--- config.mk ---
export PLATFORM = sky130hd
export DESIGN_NAME = prc_cfg_regs
export DESIGN_NICKNAME = d
export VERILOG_FILES = /design/src/rtl/core/prc_pkg.sv /design/src/rtl/core/prc_cfg_regs.sv
export SDC_FILE = /design/constraint.sdc
export NUM_CORES = 1
export LEC_CHECK = 0
export ABC_AREA = 0
export BUFFER_PORTS_ARGS = -buffer_cell sky130_fd_sc_hd__buf_4
export CORE_MARGIN = 2
export CORE_UTILIZATION = 30
export DETAILED_ROUTE_END_ITERATION = 8
export PLACE_DENSITY = 0.58
export SYNTH_ARGS = -nofsm -noshare
export SYNTH_HDL_FRONTEND = slang
export SYNTH_SLANG_ARGS = --single-unit
--- constraint.sdc ---
create_clock -name i_clk -period 1.5 [get_ports i_clk]
set_input_delay 0.15 -clock i_clk [delete_from_list [all_inputs] [get_ports i_clk]]
set_output_delay 0.15 -clock i_clk [all_outputs]
set_load 0.03 [all_outputs]
--- src/rtl/core/prc_pkg.sv ---
// ----------------------------------------------------------------------------
// prc_pkg
// Types and constants shared by the plant response classifier modules.
// ----------------------------------------------------------------------------
package prc_pkg;

    localparam int CFG_IDX_W   = 3;
    localparam int CFG_DATA_W  = 32;
    localparam int GAIN_W      = 24;
    localparam int CODES_W     = 32;
    localparam int RUN_W       = 8;
    localparam int RESP_W      = 49;
    localparam int PROD_W      = CODES_W + GAIN_W;
    localparam int OUT_TDATA_W = ((2 * RESP_W + RUN_W + 7) / 8) * 8;
    localparam int OUT_TUSER_W = 6;
    localparam int IN_TUSER_W  = 2;

    // Configuration register indexes
    typedef enum logic [CFG_IDX_W-1:0] {
        CFG_GAIN_MIN      = 3'd0,
        CFG_GAIN_MAX      = 3'd1,
        CFG_DETECT_FLOOR  = 3'd2,
        CFG_WSIGN_FLOOR   = 3'd3,
        CFG_GROWTH_MARGIN = 3'd4,
        CFG_EXCESS_MARGIN = 3'd5,
        CFG_MAX_IND_RUN   = 3'd6
    } t_cfg_idx;

    localparam logic [GAIN_W-1:0]     GAIN_MIN_RST      = 24'd702548;
    localparam logic [GAIN_W-1:0]     GAIN_MAX_RST      = 24'd744494;
    localparam logic [31:0]           DETECT_FLOOR_RST  = 32'd14316551;
    localparam logic [31:0]           WSIGN_FLOOR_RST   = 32'd14316551;
    localparam logic [31:0]           GROWTH_MARGIN_RST = 32'd26843527;
    localparam logic [31:0]           EXCESS_MARGIN_RST = 32'd26843527;
    localparam logic [RUN_W-1:0]      MAX_IND_RUN_RST   = 8'd2;
    localparam logic [RUN_W-1:0]      RUN_SAT           = 8'hFF;

    typedef enum logic [2:0] {
        CLS_DETECTED      = 3'd0,
        CLS_INDETERMINATE = 3'd1,
        CLS_WRONG_SIGN    = 3'd2,
        CLS_EXCESS        = 3'd3,
        CLS_GROWING       = 3'd4,
        CLS_FAULT         = 3'd5
    } t_class;

    typedef enum logic [2:0] {
        RSN_INVALID     = 3'd0,
        RSN_OVERFLOW    = 3'd1,
        RSN_WRONG_SIGN  = 3'd2,
        RSN_GROWTH      = 3'd3,
        RSN_EXCESS      = 3'd4,
        RSN_DETECTED    = 3'd5,
        RSN_ABSENCE     = 3'd6,
        RSN_BELOW_FLOOR = 3'd7
    } t_reason;

    typedef struct packed {
        logic [GAIN_W-1:0] gain_min_per_code;
        logic [GAIN_W-1:0] gain_max_per_code;
        logic [31:0]       detection_floor;
        logic [31:0]       wrong_sign_floor;
        logic [31:0]       growth_margin;
        logic [31:0]       excess_margin;
        logic [RUN_W-1:0]  max_indeterminate_run;
    } t_cfg;

    typedef struct packed {
        t_class                   response_class;
        t_reason                  reason_code;
        logic signed [RESP_W-1:0] step_response;
        logic signed [RESP_W-1:0] total_response;
        logic [RUN_W-1:0]         indeterminate_run;
    } t_result;

endpackage

--- src/rtl/core/prc_cfg_regs.sv ---
// ----------------------------------------------------------------------------
// prc_cfg_regs
// Configuration register file, write only, reset to the nominal plant values.
// ----------------------------------------------------------------------------
module prc_cfg_regs (
    input  logic                          i_clk,
    input  logic                          i_rst_n,
    input  logic                          i_cfg_we,
    input  logic [prc_pkg::CFG_IDX_W-1:0]  i_cfg_idx,
    input  logic [prc_pkg::CFG_DATA_W-1:0] i_cfg_wdata,
    output prc_pkg::t_cfg                 o_cfg
);
    import prc_pkg::*;

    t_cfg r_cfg;

    always_ff @(posedge i_clk) begin
        if (!i_rst_n) begin
            r_cfg.gain_min_per_code     <= GAIN_MIN_RST;
            r_cfg.gain_max_per_code     <= GAIN_MAX_RST;
            r_cfg.detection_floor       <= DETECT_FLOOR_RST;
            r_cfg.wrong_sign_floor      <= WSIGN_FLOOR_RST;
            r_cfg.growth_margin         <= GROWTH_MARGIN_RST;
            r_cfg.excess_margin         <= EXCESS_MARGIN_RST;
            r_cfg.max_indeterminate_run <= MAX_IND_RUN_RST;
        end else if (i_cfg_we) begin
            case (t_cfg_idx'(i_cfg_idx))
                CFG_GAIN_MIN:      r_cfg.gain_min_per_code     <= i_cfg_wdata[GAIN_W-1:0];
                CFG_GAIN_MAX:      r_cfg.gain_max_per_code     <= i_cfg_wdata[GAIN_W-1:0];
                CFG_DETECT_FLOOR:  r_cfg.detection_floor       <= i_cfg_wdata;
                CFG_WSIGN_FLOOR:   r_cfg.wrong_sign_floor      <= i_cfg_wdata;
                CFG_GROWTH_MARGIN: r_cfg.growth_margin         <= i_cfg_wdata;
                CFG_EXCESS_MARGIN: r_cfg.excess_margin         <= i_cfg_wdata;
                CFG_MAX_IND_RUN:   r_cfg.max_indeterminate_run <= i_cfg_wdata[RUN_W-1:0];
                default: begin
                    // drop writes beyond the register list
                end
            endcase
        end
    end

    assign o_cfg = r_cfg;

endmodule

==> summary.md <==
| Metric | Value |
|---|---|
| Vias in the first global route | 5222 |
| Slew Viols, Final | 0 |
| Top Ports | 222 |
| First-pass GRT wire length | 30.63 mm |
| N_diodes | 0 |
| Gate Count Post-Synth | 665 |
| Site Rows | 55 |
| RR Endpoint | o_cfg[172] |
| Most common cell after layout, fill and taps aside | buf_4 |
| CP required | 1350 ps |
| Max-Cap Viols | 0 |
| Initial core utilization | 30.73% |
| TritonCTS clock tree | built |
| Worst setup path class | reg2out |
| Syn nets | 703 |
| Post-Route WL | 19.89 mm |
| NumNets Final | 934 |
| Sinks on Clock Net | 184 |
| DRC viols | 0 |
| GR Util met2 | 25.21% |
| Die width | 156.8 um |
| RSZ-0062 raised after global routing | no |
| F_max | 891.1 MHz |
| Reg-to-Reg Start | o_cfg[172] |
| Sequential share of the synthesized area | 52.62% |
| Cell family with most CP delay | flip-flops |
| Hold Vio Cnt, Final | 0 |
| Worst path bufs/invs | 1 |
| CTS Buf Count | 17 |
| Critical-path cell list | buf_4 |
| CTS resizes | 0 |
| Netlist cell types | 14 |
| Die ar. | 24570 um2 |
| Fill count | 2226 |
| Die Y | 156.8 um |
| Least-Margin Pin Slew | 460.1 ps |
| Synthesized cell area | 7000 um2 |
| Slew HR | 69.27% |
| Iter 0 DRT Violations | 151 |
| Synth warn | 0 |
| Clock buffer depth | 2 |
| ANT nets after route | 0 |
| Worst Skew | 0 ps |
| Reg area | 3684 um2 |
| Placement-stage cell area | 9188 um2 |
| Cells on worst reg2reg path | 2 |
| DR vias/cell | 4.318 |
| DR vias | 5276 |
| Worst hold path endpoint | o_cfg[114] |
| Worst Path Max Fanout | 2 |
| Layout cells sized above 1 | 31.68% |
| Number of flip-flops in the largest register | 184 |
| Largest net degree at the start of global routing | 58 |
| Peak VDD IR | 0.6256 mV |
| Crit path depth | 1 |
| Seq cells post-synth | 184 |
| R2r setup slk | 850 ps |
| Status | finished clean |
| Min cycle time layout | 1122 ps |
| Power per cell area | 1066 nW/um2 |
| GPL Wtd Cong | 0.7274 |
| Global routing's busiest layer | met2 |
| CP Data Arrival Time | 970 ps |
| Setup TNS | 0 ps |
| HP Class | in2reg |
| Setup violators final | 0 |
| GRT overflow | 0 |
| Met1 Resource Use GR | 21.80% |
| HP Start | i_cfg_wdata[10] |
| Design area | 9905 um2 |
| Max incr delay on CP | 370 ps |
| WL/cell | 16.28 um |
| Worst-path clk slew | 70 ps |
| Most frequent cells in the layout | 240 x buf_4, 184 x mux2i_1, 184 x dfxtp_1, 143 x nand2_1, 93 x nor2b_1 |
| Drt pass-1 iters | 4 |
| Initial antenna violation count | 0 |
| Gr usage total | 16.22% |
| Port bufs | 221 |
| Slowest CP cell | dfxtp_1 |
| Multi-input gate area | 3119 um2 |
| Worst skew pair latency | 420 ps |
| CP Capture Type | primary output |
| Worst hold path depth | 3 |
| Mean Syn Cell Area | 10.53 um2 |
| Core ar. | 22780 um2 |
| Met3 Track Usage GR | 5.483% |
| Root Buffer | clkbuf_16 |
| CP startpoint kind | flop |
| Period utilization | 74.81% |
| H-tree levels | 4 |
| Cell leakage power | 4.760 nW |
| Post-DP HPWL | 13.98 mm |
| Synth-to-Final Area Change | 41.48% |
worst max-delay path by stage:
stage | startpoint | to
after floorplan | i_cfg_idx[1] | o_cfg[179]
after global placement | i_cfg_idx[2] | o_cfg[179]
after detailed placement | i_cfg_idx[1] | o_cfg[139]
after CTS | o_cfg[180] | o_cfg[180]
after global routing | o_cfg[180] | o_cfg[180]
final | o_cfg[180] | o_cfg[180]
layer usage:
layer | up-vias | wire length, um | part of all wire, %
li1 | 2653 | - | -
met1 | 2470 | 9400 | 47
met2 | 143 | 8979 | 45
met3 | 10 | 1401 | 7.0
met4 | 0 | 110 | 0.55
met5 | - | 0 | 0
power by group:
part,switching (mW),internal [mW],total [mW]
logic,0.612,0.439,1.05
clock network,2.22,2.24,4.46
registers,0.0600,4.99,5.05
total,2.89,7.66,10.6
repair_timing:
item | CTS | global route
buffers inserted | 0 | 0
hold endpoints to repair | 19 | 0
hold buffers | 13 | 0
cell type report:
| cell class | count | share of cell area [%] |
|---|---|---|
| clock buffer | 17 | 4.295 |
| clock inverter | 15 | 1.630 |
| multi-input combinational | 430 | 31.49 |
| sequential | 184 | 37.19 |
| tap | 313 | 3.954 |
| timing repair buffer | 263 | 21.44 |
Yosys cell counts (all sizes together):
cell type	instances	area share, %
dfxtp	184	53
mux2i	184	26
nand2	143	7.7
nor2b	93	8.3
clkbuf	27	1.4
buf	24	2.3
nand4b	3	0.38
nor4bb	3	0.43
nand4bb	2	0.32
nor4b	1	0.13
or4b	1	0.14
logic make-up (layout without fill, tap and decap cells):
family                 after synthesis  after routing  synth area share [%]
buffers and inverters               51            295                 3.700
muxes                              184            184                 26.31
and+or+nand+nor                    246            246                 17.37
DFF                                184            184                 52.62
worst min-delay path: stages:
cell     delay [ps]
buf_4            90
nor2b_1          60
mux2i_1         110
stage by stage:
stage / hold WS, ps / util [%] / setup WS, ps / power [mW] / cells
global placement: 416.4 / 40.34 / 175.6 / 6.196 / 1177
detailed placement: 419.6 / 40.34 / 131.4 / 6.200 / 1177
CTS: 1.542 / 43.48 / 336.5 / 10.74 / 1222
floorplan: 288.8 / - / 175.0 / 5.752 / 665
global route: 10.94 / 43.48 / 313.9 / 11.03 / 1222
finish: 19.45 / 43.48 / 377.8 / 10.56 / 1222
Note: power is estimated with default switching activity, not from simulation.
