--- config.mk ---
export PLATFORM = sky130hd
export DESIGN_NAME = prc_classify
export DESIGN_NICKNAME = d
export VERILOG_FILES = /design/src/rtl/core/prc_pkg.sv /design/src/rtl/core/prc_classify.sv
export SDC_FILE = /design/constraint.sdc
export NUM_CORES = 2
export LEC_CHECK = 0
export BUFFER_PORTS_ARGS = -buffer_cell sky130_fd_sc_hd__buf_2
export CAP_MARGIN = 10
export CELL_PAD_IN_SITES_DETAIL_PLACEMENT = 1
export CELL_PAD_IN_SITES_GLOBAL_PLACEMENT = 2
export CORE_AREA = 2 2 441 443
export DETAILED_ROUTE_END_ITERATION = 6
export DIE_AREA = 0 0 443 445
export HOLD_SLACK_MARGIN = 0.12
export PLACE_DENSITY_LB_ADDON = 0.1
export SLEW_MARGIN = 10
export SYNTH_ARGS = -nofsm -noshare
export SYNTH_HDL_FRONTEND = slang
export SYNTH_SLANG_ARGS = --single-unit
--- constraint.sdc ---
create_clock -name i_clk -period 23.6 [get_ports i_clk]
set_input_delay 3.54 -clock i_clk [delete_from_list [all_inputs] [get_ports i_clk]]
set_output_delay 3.54 -clock i_clk [all_outputs]
set_load 0.02 [all_outputs]
--- src/rtl/core/prc_pkg.sv ---
// ----------------------------------------------------------------------------
// prc_pkg
// Types and constants shared by the plant response classifier modules.
// ----------------------------------------------------------------------------
package prc_pkg;

    localparam int CFG_IDX_W   = 3;
    localparam int CFG_DATA_W  = 32;
    localparam int GAIN_W      = 24;
    localparam int CODES_W     = 32;
    localparam int RUN_W       = 8;
    localparam int RESP_W      = 49;
    localparam int PROD_W      = CODES_W + GAIN_W;
    localparam int OUT_TDATA_W = ((2 * RESP_W + RUN_W + 7) / 8) * 8;
    localparam int OUT_TUSER_W = 6;
    localparam int IN_TUSER_W  = 2;

    // Configuration register indexes
    typedef enum logic [CFG_IDX_W-1:0] {
        CFG_GAIN_MIN      = 3'd0,
        CFG_GAIN_MAX      = 3'd1,
        CFG_DETECT_FLOOR  = 3'd2,
        CFG_WSIGN_FLOOR   = 3'd3,
        CFG_GROWTH_MARGIN = 3'd4,
        CFG_EXCESS_MARGIN = 3'd5,
        CFG_MAX_IND_RUN   = 3'd6
    } t_cfg_idx;

    localparam logic [GAIN_W-1:0]     GAIN_MIN_RST      = 24'd702548;
    localparam logic [GAIN_W-1:0]     GAIN_MAX_RST      = 24'd744494;
    localparam logic [31:0]           DETECT_FLOOR_RST  = 32'd14316551;
    localparam logic [31:0]           WSIGN_FLOOR_RST   = 32'd14316551;
    localparam logic [31:0]           GROWTH_MARGIN_RST = 32'd26843527;
    localparam logic [31:0]           EXCESS_MARGIN_RST = 32'd26843527;
    localparam logic [RUN_W-1:0]      MAX_IND_RUN_RST   = 8'd2;
    localparam logic [RUN_W-1:0]      RUN_SAT           = 8'hFF;

    typedef enum logic [2:0] {
        CLS_DETECTED      = 3'd0,
        CLS_INDETERMINATE = 3'd1,
        CLS_WRONG_SIGN    = 3'd2,
        CLS_EXCESS        = 3'd3,
        CLS_GROWING       = 3'd4,
        CLS_FAULT         = 3'd5
    } t_class;

    typedef enum logic [2:0] {
        RSN_INVALID     = 3'd0,
        RSN_OVERFLOW    = 3'd1,
        RSN_WRONG_SIGN  = 3'd2,
        RSN_GROWTH      = 3'd3,
        RSN_EXCESS      = 3'd4,
        RSN_DETECTED    = 3'd5,
        RSN_ABSENCE     = 3'd6,
        RSN_BELOW_FLOOR = 3'd7
    } t_reason;

    typedef struct packed {
        logic [GAIN_W-1:0] gain_min_per_code;
        logic [GAIN_W-1:0] gain_max_per_code;
        logic [31:0]       detection_floor;
        logic [31:0]       wrong_sign_floor;
        logic [31:0]       growth_margin;
        logic [31:0]       excess_margin;
        logic [RUN_W-1:0]  max_indeterminate_run;
    } t_cfg;

    typedef struct packed {
        t_class                   response_class;
        t_reason                  reason_code;
        logic signed [RESP_W-1:0] step_response;
        logic signed [RESP_W-1:0] total_response;
        logic [RUN_W-1:0]         indeterminate_run;
    } t_result;

endpackage

--- src/rtl/core/prc_classify.sv ---
// ----------------------------------------------------------------------------
// prc_classify
// Tracking state and single-pass classification of one registered item.
// ----------------------------------------------------------------------------
module prc_classify #(
    parameter int ERROR_WIDTH = 48
) (
    input  logic                                i_clk,
    input  logic                                i_rst_n,
    input  logic                                i_en,
    input  prc_pkg::t_cfg                       i_cfg,
    input  logic signed [ERROR_WIDTH-1:0]       i_error_before,
    input  logic signed [ERROR_WIDTH-1:0]       i_error_after,
    input  logic signed [prc_pkg::CODES_W-1:0]  i_correction_codes,
    input  logic                                i_evidence_ok,
    input  logic                                i_observe_only,
    output prc_pkg::t_result                    o_result
);
    import prc_pkg::*;

    localparam int EW = ERROR_WIDTH;
    // compare width: covers the envelope sum and the error magnitudes
    localparam int CW = (EW + 2 > PROD_W + 2) ? EW + 2 : PROD_W + 2;

    logic                      r_base_valid;
    logic signed [EW-1:0]      r_base_err;
    logic signed [CODES_W-1:0] r_total_corr;
    logic [RUN_W-1:0]          r_ind_cnt;

    logic                      n_base_valid;
    logic signed [EW-1:0]      n_base_err;
    logic signed [CODES_W-1:0] n_total_corr;
    logic [RUN_W-1:0]          n_ind_cnt;

    logic signed [EW-1:0]      base_eff;
    logic                      invalid;
    logic signed [CODES_W:0]   sum;
    logic                      ovf;
    logic signed [CODES_W-1:0] tc_new;
    logic signed [EW:0]        step;
    logic signed [EW:0]        total;
    logic signed [63:0]        step_ext;
    logic signed [63:0]        total_ext;
    logic [EW:0]               smag;
    logic [EW:0]               tmag;
    logic [EW-1:0]             amag;
    logic [EW-1:0]             bmag;
    logic [CODES_W-1:0]        cmag;
    logic [CODES_W-1:0]        tcmag;
    logic [PROD_W-1:0]         prod_max;
    logic [PROD_W-1:0]         prod_min;
    logic                      step_pos, step_neg, tot_pos, tot_neg;
    logic                      cod_pos, cod_neg, tc_pos, tc_neg;
    logic                      wrong, grow, excess, detect, expect_ok, fault;
    logic [RUN_W-1:0]          cnt_inc;

    always_comb begin
        base_eff = r_base_valid ? r_base_err : i_error_before;
        invalid  = !i_evidence_ok || (i_correction_codes == '0);

        sum    = {r_total_corr[CODES_W-1], r_total_corr}
               + {i_correction_codes[CODES_W-1], i_correction_codes};
        ovf    = sum[CODES_W] ^ sum[CODES_W-1];
        tc_new = sum[CODES_W-1:0];

        step  = {i_error_after[EW-1], i_error_after} - {i_error_before[EW-1], i_error_before};
        total = {i_error_after[EW-1], i_error_after} - {base_eff[EW-1], base_eff};
        step_ext  = 64'(step);
        total_ext = 64'(total);

        smag  = step[EW]  ? (~step) + 1'b1 : step;
        tmag  = total[EW] ? (~total) + 1'b1 : total;
        amag  = i_error_after[EW-1]  ? (~i_error_after) + 1'b1  : i_error_after;
        bmag  = i_error_before[EW-1] ? (~i_error_before) + 1'b1 : i_error_before;
        cmag  = i_correction_codes[CODES_W-1] ? (~i_correction_codes) + 1'b1
                                              : i_correction_codes;
        tcmag = tc_new[CODES_W-1] ? (~tc_new) + 1'b1 : tc_new;

        prod_max = PROD_W'(cmag)  * PROD_W'(i_cfg.gain_max_per_code);
        prod_min = PROD_W'(tcmag) * PROD_W'(i_cfg.gain_min_per_code);

        // a zero value is neither positive nor negative
        step_neg = step[EW];
        step_pos = !step[EW] && (step != '0);
        tot_neg  = total[EW];
        tot_pos  = !total[EW] && (total != '0);
        cod_neg  = i_correction_codes[CODES_W-1];
        cod_pos  = !i_correction_codes[CODES_W-1] && (i_correction_codes != '0);
        tc_neg   = tc_new[CODES_W-1];
        tc_pos   = !tc_new[CODES_W-1] && (tc_new != '0);

        wrong  = (((step_pos && cod_neg) || (step_neg && cod_pos))
                  && (CW'(smag) >= CW'(i_cfg.wrong_sign_floor)))
              || (((tot_pos && tc_neg) || (tot_neg && tc_pos))
                  && (CW'(tmag) >= CW'(i_cfg.wrong_sign_floor)));
        grow   = CW'(amag) > (CW'(bmag) + CW'(i_cfg.growth_margin));
        excess = CW'(smag) > (CW'(prod_max) + CW'(i_cfg.excess_margin));
        detect = (((step_pos && cod_pos) || (step_neg && cod_neg))
                  && (CW'(smag) >= CW'(i_cfg.detection_floor)))
              || (((tot_pos && tc_pos) || (tot_neg && tc_neg))
                  && (CW'(tmag) >= CW'(i_cfg.detection_floor)));

        cnt_inc   = (r_ind_cnt == RUN_SAT) ? r_ind_cnt : r_ind_cnt + 1'b1;
        expect_ok = prod_min >= PROD_W'({i_cfg.detection_floor, 1'b0});
        fault     = !i_observe_only && (cnt_inc > i_cfg.max_indeterminate_run) && expect_ok;

        n_base_valid = r_base_valid;
        n_base_err   = r_base_err;
        n_total_corr = r_total_corr;
        n_ind_cnt    = r_ind_cnt;

        o_result.response_class    = CLS_FAULT;
        o_result.reason_code       = RSN_INVALID;
        o_result.step_response     = '0;
        o_result.total_response    = '0;
        o_result.indeterminate_run = '0;

        if (invalid) begin
            n_ind_cnt = '0;
        end else begin
            n_base_valid = 1'b1;
            n_base_err   = base_eff;
            if (ovf) begin
                o_result.reason_code       = RSN_OVERFLOW;
                o_result.indeterminate_run = r_ind_cnt;
            end else begin
                n_total_corr = tc_new;
                o_result.step_response  = step_ext[RESP_W-1:0];
                o_result.total_response = total_ext[RESP_W-1:0];
                if (wrong) begin
                    n_ind_cnt = '0;
                    o_result.response_class = CLS_WRONG_SIGN;
                    o_result.reason_code    = RSN_WRONG_SIGN;
                end else if (grow) begin
                    n_ind_cnt = '0;
                    o_result.response_class = CLS_GROWING;
                    o_result.reason_code    = RSN_GROWTH;
                end else if (excess) begin
                    n_ind_cnt = '0;
                    o_result.response_class = CLS_EXCESS;
                    o_result.reason_code    = RSN_EXCESS;
                end else if (detect) begin
                    n_ind_cnt = '0;
                    o_result.response_class = CLS_DETECTED;
                    o_result.reason_code    = RSN_DETECTED;
                end else begin
                    n_ind_cnt = cnt_inc;
                    if (fault) begin
                        o_result.response_class = CLS_FAULT;
                        o_result.reason_code    = RSN_ABSENCE;
                    end else begin
                        o_result.response_class = CLS_INDETERMINATE;
                        o_result.reason_code    = RSN_BELOW_FLOOR;
                    end
                end
                o_result.indeterminate_run = n_ind_cnt;
            end
        end
    end

    always_ff @(posedge i_clk) begin
        if (!i_rst_n) begin
            r_base_valid <= 1'b0;
            r_total_corr <= '0;
            r_ind_cnt    <= '0;
        end else if (i_en) begin
            r_base_valid <= n_base_valid;
            r_total_corr <= n_total_corr;
            r_ind_cnt    <= n_ind_cnt;
        end
    end

    // baseline is read only once valid
    always_ff @(posedge i_clk) begin
        if (i_en) begin
            r_base_err <= n_base_err;
        end
    end

endmodule

==> run summary <==
Measured against its own limit, the worst slew margin works out to 9.08%. The tools report the number of fillers in the final layout as 23100. For the initial antenna violation count, the log shows 15.

The finished cells cover 0.0821 sq mm. The synthesized design spends more area on one cell type than any other, namely sky130_fd_sc_hd__fa_1. The run gives 119 as the number of unique standard cell types used by synthesis. The layout overhead on the synthesized area is 7.15%, and the worst-path maximum fanout is 31.

Together, buffers and inverters on the worst path number 10. The via density per instance works out to 5.62. The area of combinational cells with multiple inputs is 0.0671 sq mm, and the number of synthesized flops with an enable pin is 48.

The tools report the worst clock skew as 0.0477 ns. TritonCTS built the clock tree. The clock net in this run drives a total of 89 sinks. For this run, the leading register cell type out of synthesis is sky130_fd_sc_hd__edfxtp_1.

Post-CTS timing repair inserted 0 buffers for setup. The run gives 2.95% as the fraction of the yosys area taken by sequential cells. Synthesis produced a netlist with a net count of 11800. The number of port buffers was 428; the arrival time of data at the critical path endpoint was 18.99 ns. For this run, the number of Yosys warnings is 0. The die footprint came out at 0.197 sq mm. The tools report the number of non-filler instances in the completed layout as 12000. The die height works out to 445 um. For this run, design rule violations remaining after detail routing come to 0. The final layout contains routed wiring with a total length of 313 mm. The tool flagged a number of max-cap violations equal to 0. Clock-pin slew was measured on the worst setup and hold paths at 0.13 ns. The number of nets in the layout came out at 12000. For this design, the CTS-stage hold fixing added 0 buffers.

The worst path needs 22.53 ns of the cycle, external delays included. The clock passes through at most 2 buffers. The first detailed-routing pass took 7 iterations.

The cell count after placement came out at 12000. The count of nets left with antenna violations once routing finished came out at 0. The fraction of final layout cells sized beyond drive strength 1 was 7.67%; the overall via count from detail_route was 67600.

During I/O placement, the number of pins put on the boundary was 429. The run gives 0 as the total grt overflow. The synthesized area was 0.0766 sq mm. The weighted congestion reported at the end of routability-driven placement was 0.945. The critical path is of the in2out type.

After floorplanning, the core was sized to cover 0.192 sq mm. After floorplanning, the core was divided into 161 placement rows. Hold violation total from the final report: 0. The per-instance average area after synthesis is 8.20 sq um, and the clock network latency to the later pin of the worst-skew pair is 0.49 ns. The worst hold path belongs to the class reg2reg. Gate family responsible for the most delay along the worst path: compound AO/OA/AOI/OAI gates. For the H-tree depth reported by CTS, the log shows 3. The HPWL after detailed placement is 258 mm.

The largest individual stage delay along the critical path comes from the cell sky130_fd_sc_hd__xnor2_2. Entering global routing, the biggest net connects 86 pins. The flow ran to the end, and the final reports show no timing, DRC or antenna violations. The tools report the global-route usage over all layers as 32.0%.

STA classifies the critical path startpoint as a primary input. Dividing the detail-routed wire length by the instance count gives 26.0 um. STA classifies the critical path endpoint as an output port. By count the netlist is led by sky130_fd_sc_hd__inv_1 (1655), sky130_fd_sc_hd__fa_1 (1351), sky130_fd_sc_hd__nand2_1 (1284).

The count of mapped cells out of synthesis was 9350; the synthesized flop and latch total was 89. Summed over its instances, the top area cell type makes up 35.3% of the synthesized netlist area. The detailed router finished its first iteration with 3694 violations.

The worst register-to-register path has a setup slack of 14.19 ns. The tools report the number of buffers created by CTS as 9. From left edge to right edge, the die measures 443 um.

The largest single stage delay on the critical path is 0.72 ns. The first-pass GRT wire length is 474 mm. The share of synthesized flip-flops with an asynchronous set or reset was 0%; the share of the clock period used by the worst path after layout was 95.5%.

After detailed placement, the total cell area comes to 0.0818 sq mm. Summed over all failing endpoints, the final setup total negative slack is 0 ns. By instance count, the cell type seen most on the critical path is sky130_fd_sc_hd__fa_1. Static timing analysis puts the maximum clock frequency at 44.4 MHz. The tools report the endpoint required time on the critical path as 20.06 ns. The number of global-route vias before repair is 74500. Ranked by total cell area, the synthesized netlist is headed by sky130_fd_sc_hd__fa_1 (35%), sky130_fd_sc_hd__ha_1 (13%), sky130_fd_sc_hd__inv_1 (8.1%), sky130_fd_sc_hd__nand2_1 (6.3%), sky130_fd_sc_hd__and2_1 (5.6%). Gates resized during post-CTS repair numbered 0.

At the pin with the least slew margin, the transition time is 1.36 ns. The tree is rooted in a sky130_fd_sc_hd__clkbuf_16. The number of pins exceeding their max-slew limit in the final report came out at 0. Setup violations remaining at the end of the flow were counted as 0. The most common cell in the synthesized netlist is sky130_fd_sc_hd__inv_1.

Sequential standard cell area: 0.00226 sq mm. Setup repair after global routing left no endpoint under its margin. The initial utilization of the core area, before any placement, comes to 39.9%.
-- sequential cells by signal (all words and copies together) (netlist names) --
signal / count
r_total_corr: 32
r_base_valid: 1
r_base_err: 48
r_ind_cnt: 8
-- placed cells by master (no fill, tap or decap), types with 19 or more instances in the layout --
cell type / count
sky130_fd_sc_hd__a211oi_1: 39
sky130_fd_sc_hd__a21boi_0: 36
sky130_fd_sc_hd__a21o_1: 205
sky130_fd_sc_hd__a21oi_1: 356
sky130_fd_sc_hd__a31oi_1: 57
sky130_fd_sc_hd__and2_1: 686
sky130_fd_sc_hd__and3_1: 86
sky130_fd_sc_hd__and4_1: 20
sky130_fd_sc_hd__buf_2: 428
sky130_fd_sc_hd__buf_4: 111
sky130_fd_sc_hd__dfxtp_1: 40
sky130_fd_sc_hd__edfxtp_1: 48
sky130_fd_sc_hd__fa_1: 1351
sky130_fd_sc_hd__ha_1: 810
sky130_fd_sc_hd__inv_1: 1655
sky130_fd_sc_hd__nand2_1: 1283
sky130_fd_sc_hd__nand2b_1: 69
sky130_fd_sc_hd__nand3_1: 122
sky130_fd_sc_hd__nand4_1: 107
sky130_fd_sc_hd__nor2_1: 353
sky130_fd_sc_hd__nor2b_1: 61
sky130_fd_sc_hd__nor3_1: 100
sky130_fd_sc_hd__nor4_1: 35
sky130_fd_sc_hd__o211ai_1: 31
sky130_fd_sc_hd__o21a_1: 132
sky130_fd_sc_hd__o21ai_0: 245
sky130_fd_sc_hd__o21bai_1: 33
sky130_fd_sc_hd__o31ai_1: 52
sky130_fd_sc_hd__o41ai_1: 19
sky130_fd_sc_hd__or3_1: 42
sky130_fd_sc_hd__or4_1: 36
sky130_fd_sc_hd__xnor2_1: 270
sky130_fd_sc_hd__xnor2_2: 32
sky130_fd_sc_hd__xor2_1: 102
-- cells by family after synthesis --
group	after synthesis	synth area share [%]
AO/OA/AOI/OAI	1473	13.0
XOR/XNOR	433	4.98
adder cells (fa/ha/maj)	2161	48.5
buffers and inverters	2078	10.2
flip-flops	89	2.95
multiplexers	22	0.294
AND/OR/NAND/NOR	3094	20.0
-- final timing paths --
path / startpoint / endpoint / cells past startpoint
max: i_correction_codes[1] / o_result[106] / 53
min: r_total_corr[28] / r_total_corr[28] / 2
max reg2reg: r_base_valid / r_ind_cnt[6] / 30
min reg2reg: r_total_corr[28] / r_total_corr[28] / 2
-- per-layer routing --
layer / part of all wire [%] / GRT usage (%) / vias to the layer above
met5: 0 / 0 / -
met4: 5.7 / 15.3 / 0
met3: 4.3 / 3.42 / 460
met2: 48 / 54.8 / 1660
met1: 42 / 40.2 / 35200
li1: - / - / 30200
-- tightest hold or removal path, cell delays in order, from the launching register on --
cell and delay [ns]:
sky130_fd_sc_hd__dfxtp_1 0.34, sky130_fd_sc_hd__nand2_1 0.05, sky130_fd_sc_hd__a21boi_0 0.06
-- layout make-up --
cell class	instances	area share [%]
Inverter	1657	7.58
Timing Repair Buffer	539	3.62
Clock buffer	9	0.274
Tap cell	2526	3.85
Multi-Input combinational cell	7183	81.8
Sequential cell	89	2.76
Antenna cell	16	0.0488
Clock inverter	7	0.0930
-- stage by stage --
| step | worst slack (ns) | hold slack (ns) | util, % |
|---|---|---|---|
| floorplan | 3.62 | 0.447 | - |
| global placement | 1.31 | 0.458 | 42.6 |
| detailed placement | 0.871 | 0.468 | 42.6 |
| CTS | 0.771 | 0.484 | 42.7 |
| global route | 0.0373 | 0.506 | 42.8 |
| finish | 1.07 | 0.482 | 42.8 |
Power is left out: the tool's default activity adds up to more than one toggle a clock period on the data nets, which glitch-free logic cannot reach.
